==> src/sv/avwm_pkg.sv <==
// ----------------------------------------------------------------------------
// avwm_pkg
// Shared types and constants for the amplifier volume I2C write master.
// ----------------------------------------------------------------------------
package avwm_pkg;

  // Command codes on action_i
  localparam logic [1:0] ACT_VOLUME = 2'd0;
  localparam logic [1:0] ACT_MUTE   = 2'd1;
  localparam logic [1:0] ACT_RAW    = 2'd2;

  // Bus symbol codes
  typedef enum logic [1:0] {
    SYM_START = 2'd0,
    SYM_BIT   = 2'd1,
    SYM_ACK   = 2'd2,
    SYM_STOP  = 2'd3
  } sym_e;

  localparam logic [7:0] VOL_REG       = 8'h02;
  localparam logic [7:0] VOL_MAX       = 8'd63;
  localparam logic [7:0] VOL_MUTEFLOOR = 8'd1;
  localparam logic [7:0] MUTE_BOTH     = 8'hC0;
  localparam logic [7:0] DEV_ADDR_RST  = 8'hC0;

  // Command queue between front and back
  localparam int unsigned QDEPTH = 2;
  localparam int unsigned QPTR_W = (QDEPTH > 1) ? $clog2(QDEPTH) : 1;
  localparam int unsigned QCNT_W = $clog2(QDEPTH + 1);

  // Frame layout: three bytes, eight bits plus an ack slot each
  localparam logic [1:0] LAST_BYTE = 2'd2;
  localparam logic [3:0] ACK_SLOT  = 4'd8;

  // One queued frame: register byte and data byte
  typedef struct packed {
    logic [7:0] reg_addr;
    logic [7:0] reg_data;
  } frame_t;

endpackage

==> src/sv/avwm_front.sv <==
// ----------------------------------------------------------------------------
// avwm_front
// Classifies commands, keeps the stored volume word and builds frame words.
// ----------------------------------------------------------------------------
module avwm_front import avwm_pkg::*; (
  input  logic       clk_i,
  input  logic       rst_ni,
  input  logic       in_valid_i,
  output logic       in_ready_o,
  input  logic [1:0] action_i,
  input  logic [7:0] volume_request_i,
  input  logic       mute_on_i,
  input  logic [7:0] reg_address_i,
  input  logic [7:0] reg_data_i,
  input  logic       q_full_i,
  output logic       q_push_o,
  output frame_t     q_frame_o
);

  logic [7:0] volume_word_q, volume_word_d;
  logic [7:0] vol_clamped;
  logic       accept;
  logic       keep;

  assign in_ready_o = !q_full_i;
  assign accept     = in_valid_i && in_ready_o;

  always_comb begin
    if (volume_request_i > VOL_MAX) begin
      vol_clamped = VOL_MAX;
    end else if (volume_request_i <= VOL_MUTEFLOOR) begin
      vol_clamped = MUTE_BOTH;
    end else begin
      vol_clamped = volume_request_i;
    end
  end

  always_comb begin
    keep          = 1'b1;
    volume_word_d = volume_word_q;
    q_frame_o     = '{reg_addr: VOL_REG, reg_data: volume_word_q};
    case (action_i)
      ACT_VOLUME: begin
        q_frame_o.reg_data = vol_clamped;
        if (accept) begin
          volume_word_d = vol_clamped;
        end
      end
      ACT_MUTE: begin
        if (mute_on_i) begin
          q_frame_o.reg_data = volume_word_q | MUTE_BOTH;
        end
      end
      ACT_RAW: begin
        q_frame_o = '{reg_addr: reg_address_i, reg_data: reg_data_i};
      end
      default: begin
        // drop the unused code
        keep = 1'b0;
      end
    endcase
  end

  assign q_push_o = accept && keep;

  always_ff @(posedge clk_i or negedge rst_ni) begin
    if (!rst_ni) begin
      volume_word_q <= '0;
    end else begin
      volume_word_q <= volume_word_d;
    end
  end

endmodule

==> src/sv/avwm_fifo.sv <==
// ----------------------------------------------------------------------------
// avwm_fifo
// Short frame queue that decouples command intake from the bus serializer.
// ----------------------------------------------------------------------------
module avwm_fifo import avwm_pkg::*; (
  input  logic   clk_i,
  input  logic   rst_ni,
  input  logic   push_i,
  input  frame_t push_frame_i,
  output logic   full_o,
  input  logic   pop_i,
  output logic   valid_o,
  output frame_t head_o
);

  frame_t              mem_q [QDEPTH];
  logic [QPTR_W-1:0]   wr_ptr_q, wr_ptr_d;
  logic [QPTR_W-1:0]   rd_ptr_q, rd_ptr_d;
  logic [QCNT_W-1:0]   count_q, count_d;

  assign full_o  = (count_q == QCNT_W'(QDEPTH));
  assign valid_o = (count_q != '0);
  assign head_o  = mem_q[rd_ptr_q];

  function automatic logic [QPTR_W-1:0] ptr_inc(input logic [QPTR_W-1:0] p);
    if (p == QPTR_W'(QDEPTH - 1)) begin
      return '0;
    end
    return p + 1'b1;
  endfunction

  always_comb begin
    wr_ptr_d = wr_ptr_q;
    rd_ptr_d = rd_ptr_q;
    count_d  = count_q;
    if (push_i) begin
      wr_ptr_d = ptr_inc(wr_ptr_q);
    end
    if (pop_i) begin
      rd_ptr_d = ptr_inc(rd_ptr_q);
    end
    if (push_i && !pop_i) begin
      count_d = count_q + 1'b1;
    end else if (pop_i && !push_i) begin
      count_d = count_q - 1'b1;
    end
  end

  always_ff @(posedge clk_i or negedge rst_ni) begin
    if (!rst_ni) begin
      wr_ptr_q <= '0;
      rd_ptr_q <= '0;
      count_q  <= '0;
    end else begin
      wr_ptr_q <= wr_ptr_d;
      rd_ptr_q <= rd_ptr_d;
      count_q  <= count_d;
    end
  end

  always_ff @(posedge clk_i) begin
    if (push_i) begin
      mem_q[wr_ptr_q] <= push_frame_i;
    end
  end

  a_no_overflow: assert property (@(posedge clk_i) disable iff (!rst_ni)
    push_i |-> (!full_o || pop_i))
    else $error("frame queue overflow");

  a_no_underflow: assert property (@(posedge clk_i) disable iff (!rst_ni)
    pop_i |-> valid_o)
    else $error("frame queue underflow");

  a_count_in_range: assert property (@(posedge clk_i) disable iff (!rst_ni)
    count_q <= QCNT_W'(QDEPTH))
    else $error("frame queue count out of range");

endmodule

==> src/sv/avwm_back.sv <==
// ----------------------------------------------------------------------------
// avwm_back
// Serializes one queued frame into 29 bus symbols through an output register.
// ----------------------------------------------------------------------------
module avwm_back import avwm_pkg::*; (
  input  logic       clk_i,
  input  logic       rst_ni,
  input  logic [7:0] dev_addr_i,
  input  logic       q_valid_i,
  input  frame_t     q_head_i,
  output logic       q_pop_o,
  output logic       out_valid_o,
  input  logic       out_ready_i,
  output logic [1:0] symbol_o,
  output logic       sda_level_o,
  output logic       last_o
);

  localparam logic [1:0] PH_IDLE  = 2'd0;
  localparam logic [1:0] PH_START = 2'd1;
  localparam logic [1:0] PH_DATA  = 2'd2;
  localparam logic [1:0] PH_STOP  = 2'd3;

  logic [1:0] phase_q, phase_d;
  logic [1:0] byte_q, byte_d;
  logic [3:0] bit_q, bit_d;
  frame_t     frame_q, frame_d;

  logic       out_valid_q, out_valid_d;
  sym_e       sym_q, sym_d;
  logic       sda_q, sda_d;
  logic       last_q, last_d;

  logic       adv;
  logic [7:0] cur_byte;

  // advance when the output register is empty or being taken
  assign adv = !out_valid_q || out_ready_i;

  always_comb begin
    case (byte_q)
      2'd1:    cur_byte = frame_q.reg_addr;
      2'd2:    cur_byte = frame_q.reg_data;
      default: cur_byte = dev_addr_i;
    endcase
  end

  always_comb begin
    phase_d     = phase_q;
    byte_d      = byte_q;
    bit_d       = bit_q;
    frame_d     = frame_q;
    out_valid_d = out_valid_q;
    sym_d       = sym_q;
    sda_d       = sda_q;
    last_d      = last_q;
    q_pop_o     = 1'b0;
    if (adv) begin
      out_valid_d = (phase_q != PH_IDLE);
      last_d      = 1'b0;
      case (phase_q)
        PH_IDLE: begin
          if (q_valid_i) begin
            q_pop_o = 1'b1;
            frame_d = q_head_i;
            phase_d = PH_START;
          end
        end
        PH_START: begin
          sym_d   = SYM_START;
          sda_d   = 1'b0;
          phase_d = PH_DATA;
          byte_d  = '0;
          bit_d   = '0;
        end
        PH_DATA: begin
          if (bit_q == ACK_SLOT) begin
            sym_d = SYM_ACK;
            sda_d = 1'b1;
            bit_d = '0;
            if (byte_q == LAST_BYTE) begin
              phase_d = PH_STOP;
            end else begin
              byte_d = byte_q + 1'b1;
            end
          end else begin
            sym_d = SYM_BIT;
            sda_d = cur_byte[3'd7 - bit_q[2:0]];
            bit_d = bit_q + 1'b1;
          end
        end
        PH_STOP: begin
          sym_d  = SYM_STOP;
          sda_d  = 1'b1;
          last_d = 1'b1;
          // chain straight into the next queued frame
          if (q_valid_i) begin
            q_pop_o = 1'b1;
            frame_d = q_head_i;
            phase_d = PH_START;
          end else begin
            phase_d = PH_IDLE;
          end
        end
        default: begin
          phase_d = PH_IDLE;
        end
      endcase
    end
  end

  always_ff @(posedge clk_i or negedge rst_ni) begin
    if (!rst_ni) begin
      phase_q     <= PH_IDLE;
      byte_q      <= '0;
      bit_q       <= '0;
      out_valid_q <= 1'b0;
    end else begin
      phase_q     <= phase_d;
      byte_q      <= byte_d;
      bit_q       <= bit_d;
      out_valid_q <= out_valid_d;
    end
  end

  always_ff @(posedge clk_i) begin
    frame_q <= frame_d;
    sym_q   <= sym_d;
    sda_q   <= sda_d;
    last_q  <= last_d;
  end

  assign out_valid_o = out_valid_q;
  assign symbol_o    = sym_q;
  assign sda_level_o = sda_q;
  assign last_o      = last_q;

  a_last_on_stop: assert property (@(posedge clk_i) disable iff (!rst_ni)
    (out_valid_q && last_q) |-> (sym_q == SYM_STOP))
    else $error("last flag on a symbol other than stop");

  a_counters_in_range: assert property (@(posedge clk_i) disable iff (!rst_ni)
    (phase_q == PH_DATA) |-> ((bit_q <= ACK_SLOT) && (byte_q <= LAST_BYTE)))
    else $error("bit or byte counter out of range");

  a_start_after_pop: assert property (@(posedge clk_i) disable iff (!rst_ni)
    (q_pop_o && adv) |=> (phase_q == PH_START))
    else $error("popped frame did not enter start phase");

endmodule

==> src/sv/amp_volume_i2c_write_master.sv <==
// ----------------------------------------------------------------------------
// amp_volume_i2c_write_master
// Turns volume, mute and raw register commands into I2C write frames,
// emitted as a stream of bus symbols (start, bits, ack slots, stop).
// ----------------------------------------------------------------------------
//  channel  | signals                                   | direction
//  ---------+-------------------------------------------+----------
//  command  | in_valid_i/in_ready_o, action_i, ...       | in
//  symbols  | out_valid_o/out_ready_i, symbol_o, ...     | out
//  config   | cfg_we_i, cfg_wdata_i (device addr byte)   | in
//
//  Each accepted command, bar the unused code, gives 29 symbols at one per
//  cycle while the output is not stalled, from the single back-end serializer.
//  A two-entry frame queue lets commands be taken while a frame is sent.
//  A stalled output holds the current symbol; the serializer freezes.
//  Reset clears the volume word and restores the device address to 0xC0.
// ----------------------------------------------------------------------------
module amp_volume_i2c_write_master import avwm_pkg::*; (
  input  logic       clk_i,
  input  logic       rst_ni,
  input  logic       cfg_we_i,
  input  logic [7:0] cfg_wdata_i,
  input  logic       in_valid_i,
  output logic       in_ready_o,
  input  logic [1:0] action_i,
  input  logic [7:0] volume_request_i,
  input  logic       mute_on_i,
  input  logic [7:0] reg_address_i,
  input  logic [7:0] reg_data_i,
  output logic       out_valid_o,
  input  logic       out_ready_i,
  output logic [1:0] symbol_o,
  output logic       sda_level_o,
  output logic       last_o
);

  logic [7:0] dev_addr_q;
  logic       q_full;
  logic       q_push;
  logic       q_pop;
  logic       q_valid;
  frame_t     q_frame;
  frame_t     q_head;

  always_ff @(posedge clk_i or negedge rst_ni) begin
    if (!rst_ni) begin
      dev_addr_q <= DEV_ADDR_RST;
    end else if (cfg_we_i) begin
      dev_addr_q <= cfg_wdata_i;
    end
  end

  avwm_front u_front (
    .clk_i            (clk_i),
    .rst_ni           (rst_ni),
    .in_valid_i       (in_valid_i),
    .in_ready_o       (in_ready_o),
    .action_i         (action_i),
    .volume_request_i (volume_request_i),
    .mute_on_i        (mute_on_i),
    .reg_address_i    (reg_address_i),
    .reg_data_i       (reg_data_i),
    .q_full_i         (q_full),
    .q_push_o         (q_push),
    .q_frame_o        (q_frame)
  );

  avwm_fifo u_fifo (
    .clk_i        (clk_i),
    .rst_ni       (rst_ni),
    .push_i       (q_push),
    .push_frame_i (q_frame),
    .full_o       (q_full),
    .pop_i        (q_pop),
    .valid_o      (q_valid),
    .head_o       (q_head)
  );

  avwm_back u_back (
    .clk_i       (clk_i),
    .rst_ni      (rst_ni),
    .dev_addr_i  (dev_addr_q),
    .q_valid_i   (q_valid),
    .q_head_i    (q_head),
    .q_pop_o     (q_pop),
    .out_valid_o (out_valid_o),
    .out_ready_i (out_ready_i),
    .symbol_o    (symbol_o),
    .sda_level_o (sda_level_o),
    .last_o      (last_o)
  );

endmodule
==> config.mk <==
export PLATFORM = sky130hd
export DESIGN_NAME = amp_volume_i2c_write_master
export DESIGN_NICKNAME = d
export VERILOG_FILES = /design/src/sv/avwm_pkg.sv /design/src/sv/avwm_front.sv /design/src/sv/avwm_fifo.sv /design/src/sv/avwm_back.sv /design/src/sv/amp_volume_i2c_write_master.sv
export SDC_FILE = /design/constraint.sdc
export NUM_CORES = 1
export LEC_CHECK = 0
export BUFFER_PORTS_ARGS = -buffer_cell sky130_fd_sc_hd__buf_2
export CAP_MARGIN = 20
export CORE_AREA = 2 2 100 78
export CTS_BUF_LIST = sky130_fd_sc_hd__clkbuf_16
export CTS_CLUSTER_SIZE = 14
export DETAILED_ROUTE_END_ITERATION = 16
export DIE_AREA = 0 0 102 80
export PLACE_DENSITY = 0.72
export SLEW_MARGIN = 20
export SYNTH_ARGS = -nofsm -noshare
export SYNTH_HDL_FRONTEND = slang
export SYNTH_SLANG_ARGS = --single-unit
==> constraint.sdc <==
create_clock -name clk_i -period 2.7 [get_ports clk_i]
set_input_delay 0.135 -clock clk_i [delete_from_list [all_inputs] [get_ports clk_i]]
set_output_delay 0.135 -clock clk_i [all_outputs]
set_load 0.01 [all_outputs]
==> metrics, run 1 <==
worst path required time roughly 2.7 ns; asr flop ratio synth about 36%; cell chosen for the clock root clkbuf_16; area grow syn2layout 16.6%; GRT Total Usage between 10% and 20%; Yosys reg bits roughly 80; setup TNS 0 ns; Pins Over Slew Limit 0; first-pass GRT wire length between 10 and 15 mm; post-CTS setup buffer count 0; Starting DRT DRC Count around 130; clock latency on the worst-skew pair 0.33 ns; top cells by area, synth edfxtp_1 (43%), dfrtp_1 (19%), mux2_2 (8.7%); Min-Delay Startpoint cfg_wdata_i[1]; Slew Limit Headroom 47.2%; Post-synth EDFFs 52; largest net degree at the start of global routing 30; Setup Skew roughly 0.0065 ns; Detailed Route WL 6.23 mm; Clock transition at path regs 0.06 ns; detailed-route via count 2210; DR vias/cell between 5 and 6; Hold Vio Cnt, Final 0; vias in the first global route 2169; worst min-delay path class input port to register; max-cap violations 0; die width around 100 um; diode count 0; worst setup path category register to register; clk sink count 81; CP Launch Type register; Yosys top cell by area edfxtp_1; cell leakage power approximately 1.7 nW; starting density of the core roughly half; grt total ovfl 0; CP endpoint kind register; GPL Wtd Cong between 0.8 and 0.9; drt pass-1 iters 4; Critical Path Start u_fifo.count_q[0]$_DFFE_PN0P_; RSZ-0062 raised after global routing no; post-route clock period utilization around three quarters; IR drop worst, VDD between 0.5 and 0.6 mV; main flop type after synthesis edfxtp_1; I/O Buffers 45; Crit-path slowest cell and2_1; post-route ant nets 0; row cnt 27; CTS Hold Buffers Added 1; CTS resizes 0; I/O pins 46; # setup viols final 0; Die Height around 80 um; Max Fclk between 400 and 500 MHz; min Tclk post-route between 2 and 2.5 ns; status finished clean; hpwl dp about 4.4 mm; Reg-to-Reg Start u_fifo.count_q[0]$_DFFE_PN0P_; Post-Synthesis Cells 273; crit-path max FO 16; Die Area between 8000 and 9000 um^2; share of post-route cells with drive strength above 1 29.7%; # DRC 0; fin nets 367; syn avg cell area ~13 um^2; Arr. time, crit path 1.97 ns; Post-Syn Area roughly 3600 um^2; Yosys Warn Count 0; CTS Buf Count 9; sequential-to-total area share from yosys stat around 63%; CP cell instances nand2b_1 > nand2_1 > a21oi_1 > and2_1; syn nets between 300 and 400; post-synth top area share ~43%; CTS tree done; Power Dens Cells 1030 nW/um^2; antenna violations before repair 0; H-tree Lvls 3; Yosys cell types 45; max incr delay on CP about 0.70 ns; core footprint approximately 7200 um^2; post-DR wirelength/cell approximately 15 um; worst slew pin tran 0.792 ns; CTS max path bufs 2; final design utilization 59.2%
==> cells in the mapped netlist (5+ instances only) <==
library cell and n:
and2_1 8, dfrtp_1 27, nor2_1 6, o21ai_1 7, mux2_2 28, edfxtp_1 52
inv_1 13, clkbuf_1 8, ha_1 9, a21oi_1 7, nand2b_1 8, buf_2 5
nor3_1 10, o21ai_0 7, nand2_1 20
==> sequential cells by signal, indices dropped and copies added (netlist names) <==
register	cells
u_fifo.count_q	2
u_back.out_valid_o	1
u_back.last_o	1
u_back.byte_q	2
u_back.symbol_o	2
u_back.frame_q	16
u_back.phase_q	2
u_back.sda_level_o	1
u_fifo.rd_ptr_q	1
u_front.volume_word_q	8
u_back.bit_q	4
u_fifo.wr_ptr_q	1
u_fifo.mem_q	32
dev_addr_q	8
==> path summary, 6_finish.rpt <==
kind / to / slack (ns) / depth (start not counted)
max: u_fifo.mem_q[1][11]$_DFFE_PP_ / 0.69 / 4
max in group asynchronous: u_back.phase_q[0]$_DFFE_PN0P_ / 1.88 / 2
min: dev_addr_q[1]$_DFFE_PN0P_ / 0.04 / 2
min in group asynchronous: u_fifo.rd_ptr_q$_DFFE_PN0P_ / 0.38 / 2
min reg2reg: u_front.volume_word_q[7]$_DFFE_PN0P_ / 0.48 / 1
max reg2reg: u_fifo.mem_q[1][11]$_DFFE_PP_ / 0.69 / 4
==> where the power goes <==
| group | internal, mW | leakage, nW | switching [mW] | total (mW) |
|---|---|---|---|---|
| clock | 0.706 | 0.142 | 0.451 | 1.16 |
| combinational | 0.522 | 0.716 | 0.650 | 1.17 |
| sequential | 1.81 | 0.835 | 0.247 | 2.06 |
| total | 3.04 | 1.69 | 1.35 | 4.39 |
==> cell families after synthesis <==
group                    after synthesis  synth area share (%)
flip-flops                            81                  63.0
AND/OR/NAND/NOR                       66                  9.36
AO/OA/AOI/OAI                         49                  9.08
multiplexers                          35                  11.0
buffers and inverters                 28                  3.27
adder cells (fa/ha/maj)                9                  3.10
XOR/XNOR                               5                  1.20
==> per-layer routing <==
layer	part of all wire [%]	routed length, um	GRT usage [%]	vias to the layer above
met5	0	0	0	-
met4	0.064	4	3.20	0
met3	5.4	338	5.25	2
met2	45	2800	26.1	57
met1	49	3080	24.6	1056
li1	-	-	-	1095
==> layout make-up <==
type	count	area, um^2
clock inverter	7	63.8
clock buffer	9	225
inverter	14	52.6
fill	599	2920
timing repair buffer	48	250
multi-input combinational	164	1230
sequential	81	2290
tap	101	126
==> stage by stage <==
| stage | worst slack, ns | power (mW) | hold WS (ns) | instances | instance area (um^2) |
|---|---|---|---|---|---|
| floorplan | 0.337 | 2.89 | -0.161 | 273 | 3640 |
| global placement | 0.799 | 3.20 | 0.204 | 407 | 3940 |
| detailed placement | 0.654 | 3.25 | 0.222 | 407 | 3940 |
| CTS | 0.641 | 4.43 | 0.0296 | 424 | 4240 |
| global route | 0.505 | 4.67 | 0.0342 | 424 | 4240 |
| finish | 0.686 | 4.39 | 0.0412 | 424 | 4240 |
==> worst max-delay path: cells and delay by family (launching register included) <==
kind | cells | cell delay (ns)
compound gates | 1 | 0.27
simple gates | 3 | 0.93
flops | 1 | 0.43
==> cells in the final DEF, fill, tap and decap left out, types with 6 or more instances in the layout <==
master,instances
buf_2,45
dfrtp_1,27
inv_1,14
a21oi_1,7
mux2_2,28
nor3_1,9
nand2_1,20
and2_1,8
clkbuf_16,9
nand2b_1,8
edfxtp_1,52
nor2_1,6
ha_1,9
o21ai_1,7
o21ai_0,7
Note: power is estimated with default switching activity, not from simulation.
==> inputs of run 2 (changes only) <==
- clock period: 2.7 -> 1.7 ns (I/O delays scaled with it)
==> run 2 against run 1 <==
Highest routed layer unchanged. Non-clock buffer count up 27. Largest cell class unchanged. Setup slack got worse by 0.64 ns. Sequential cell count unchanged. Fmax grew 22%. Global-route usage up 0.82 points. First-iteration DRC count decreased by 26%. Clock power grew 47%. Hold slack improved by 0.0085 ns. Core utilization is 4.9 points higher.
==> metrics, run 2 (synthesis results as in run 1) <==
worst min-delay path class input port to register; I/O pins 46 (unchanged); diode count 0 (unchanged); share of post-route cells with drive strength above 1 39.1% (+9.4 points); CTS max path bufs 2 (unchanged); r2r worst-path depth 6 (+2); IR drop worst, VDD 0.653 mV (+14%); crit-path max FO 5 (-11); H-tree Lvls 3 (unchanged); area of the multi-input gates 1360 um^2 (+10%); most frequent cells in the layout edfxtp_1 (52), buf_2 (45), mux2_2 (28); Largest Register u_fifo.mem_q; Detailed Route WL 6.95 mm (+12%); post-route clock period utilization 97.4% (+23 points); DR vias/cell 5.21 (about the same); cell leakage power 1.84 nW (+8.5%); cell chosen for the clock root clkbuf_16; vias in the first global route 2287 (+5.4%); Clock transition at path regs 0.06 ns (about the same); Slew Limit Headroom 55.0% (+7.8 points); core footprint 7160 um^2 (unchanged); post-DR wirelength/cell 15.4 um (+4.9%); first-pass GRT wire length 11.0 mm (+4.4%); Die Height 80 um (unchanged); Arr. time, crit path 1.72 ns (-0.25 ns); min Tclk post-route 1.66 ns (-0.359 ns); detailed-route via count 2351 (+6.4%); worst path required time 1.76 ns (-0.89 ns); CP endpoint kind register; post-route ant nets 0 (unchanged); design area 4590 um^2 (+8.3%); CTS Buf Count 9 (unchanged); I/O Buffers 45 (unchanged); # setup viols final 0 (unchanged); Top Registers u_fifo.mem_q x32, u_back.frame_q x16; GRT Total Usage 18.0% (+0.82 points); Starting DRT DRC Count 92 (-26%); hpwl dp 4.73 mm (+7.8%); Max Fclk 604 MHz (+22%); Die Area 8160 um^2 (unchanged); Reg-to-Reg Start u_back.bit_q[0]$_DFFE_PN0P_; Critical Path End u_back.sda_level_o$_DFFE_PP_; setup TNS 0 ns (unchanged); Pins Over Slew Limit 0 (unchanged); max-cap violations 0 (unchanged); fin nets 394 (+7.4%); GPL Wtd Cong 0.891 (+10%); fillcell total 559 (-6.7%); clk sink count 81 (unchanged); largest net degree at the start of global routing 30 (unchanged); # DRC 0 (unchanged); clock latency on the worst-skew pair 0.33 ns (about the same); R2R Setup Slk 0.04 ns (-0.64 ns); R2R Path End u_back.sda_level_o$_DFFE_PP_; die width 102 um (unchanged); area grow syn2layout 26.3%; commonest non-fill, non-tap cell in the layout edfxtp_1; Critical Path Start u_back.bit_q[0]$_DFFE_PN0P_; worst slew pin tran 0.675 ns (-0.116 ns); antenna violations before repair 0 (unchanged); drt pass-1 iters 4 (unchanged); worst setup path category register to register; Setup Skew 0.00639 ns (-0.0000686 ns); dpl cell area 4120 um^2 (+4.6%); starting density of the core 50.8% (unchanged); CTS tree done; register area 2290 um^2 (about the same); status finished clean; row cnt 27 (unchanged); max FFs per register 32 (unchanged); RSZ-0062 raised after global routing yes; grt total ovfl 0 (unchanged); Hold Vio Cnt, Final 0 (unchanged); Power Dens Cells 1610 nW/um^2 (+56%); CP Launch Type register
==> run 2: cell types whose count changed in the layout (fill, tap and decap cells not counted), moves of 2 or more <==
cell,previous run,this run
inv_2,1,5
ha_2,0,3
buf_4,2,19
ha_1,9,3
ha_4,0,3
a221oi_2,0,3
clkinv_2,3,1
dlygate4sd3_1,1,9
a221oi_1,4,1
inv_1,14,11
buf_12,0,2
==> run 2: timing repair <==
item / CTS / global route
hold buffers: 9 / 0
setup buffers: 1 / 4
resized for setup: 1 / 16
endpoints found under the setup margin: 1 / 36
cloned: 0 / 0
hold endpoints to repair: 35 / 0
pin swaps: 0 / 8
==> run 2: cell type report <==
class / count / area share [%]
timing repair buffer: 75 / 10.8
clock buffer: 9 / 4.91
inverter: 14 / 1.14
tap: 101 / 2.75
sequential: 81 / 49.9
multi-input combinational: 164 / 29.6
clock inverter: 7 / 0.845
==> run 2: per-layer routing <==
layer	track usage [%]	share of wire, %	vias to the layer above
met2	28.8	48	66
met1	24.2	46	1126
met5	0	0	-
met4	4.00	0.55	0
li1	-	-	1155
met3	5.52	5.3	4
==> run 2: per-stage QoR <==
step / instances / power [mW] / utilization [%] / hold slack, ns / setup WS, ns
floorplan: 273 / 4.74 / - / -0.211 / -0.267
global placement: 421 / 5.44 / 57.5 / 0.157 / 0.0435
detailed placement: 421 / 5.53 / 57.5 / 0.167 / -0.0399
CTS: 447 / 7.28 / 62.6 / 0.0482 / 0.00612
global route: 451 / 7.83 / 64.1 / 0.0625 / -0.0267
finish: 451 / 7.41 / 64.1 / 0.0497 / 0.0450
==> run 2: power by group <==
| group | switching, mW | internal (mW) |
|---|---|---|
| Sequential | 0.303 | 2.88 |
| Clock | 0.726 | 0.975 |
| Combinational | 1.32 | 1.20 |
==> run 2: worst min path at each step <==
stage                        startpoint                                    to  slack, ns  cells past startpoint
finish              volume_request_i[3]  u_front.volume_word_q[3]$_DFFE_PN0P_       0.05                      3
global route           reg_address_i[3]         u_fifo.mem_q[1][11]$_DFFE_PP_       0.06                      2
CTS                    reg_address_i[5]         u_fifo.mem_q[0][13]$_DFFE_PP_       0.05                      2
detailed placement               rst_ni           u_fifo.rd_ptr_q$_DFFE_PN0P_       0.17                      1
global placement                 rst_ni           u_fifo.rd_ptr_q$_DFFE_PN0P_       0.16                      1
floorplan                        rst_ni             dev_addr_q[0]$_DFFE_PN0P_      -0.21                      0
==> run 2: critical path, stage by stage (launching register included) <==
cell and delay [ns]:
dfrtp_1 0.40, inv_2 0.06, ha_2 0.16, and3b_2 0.24, a21o_1 0.22, a211oi_2 0.23, a31oi_1 0.08
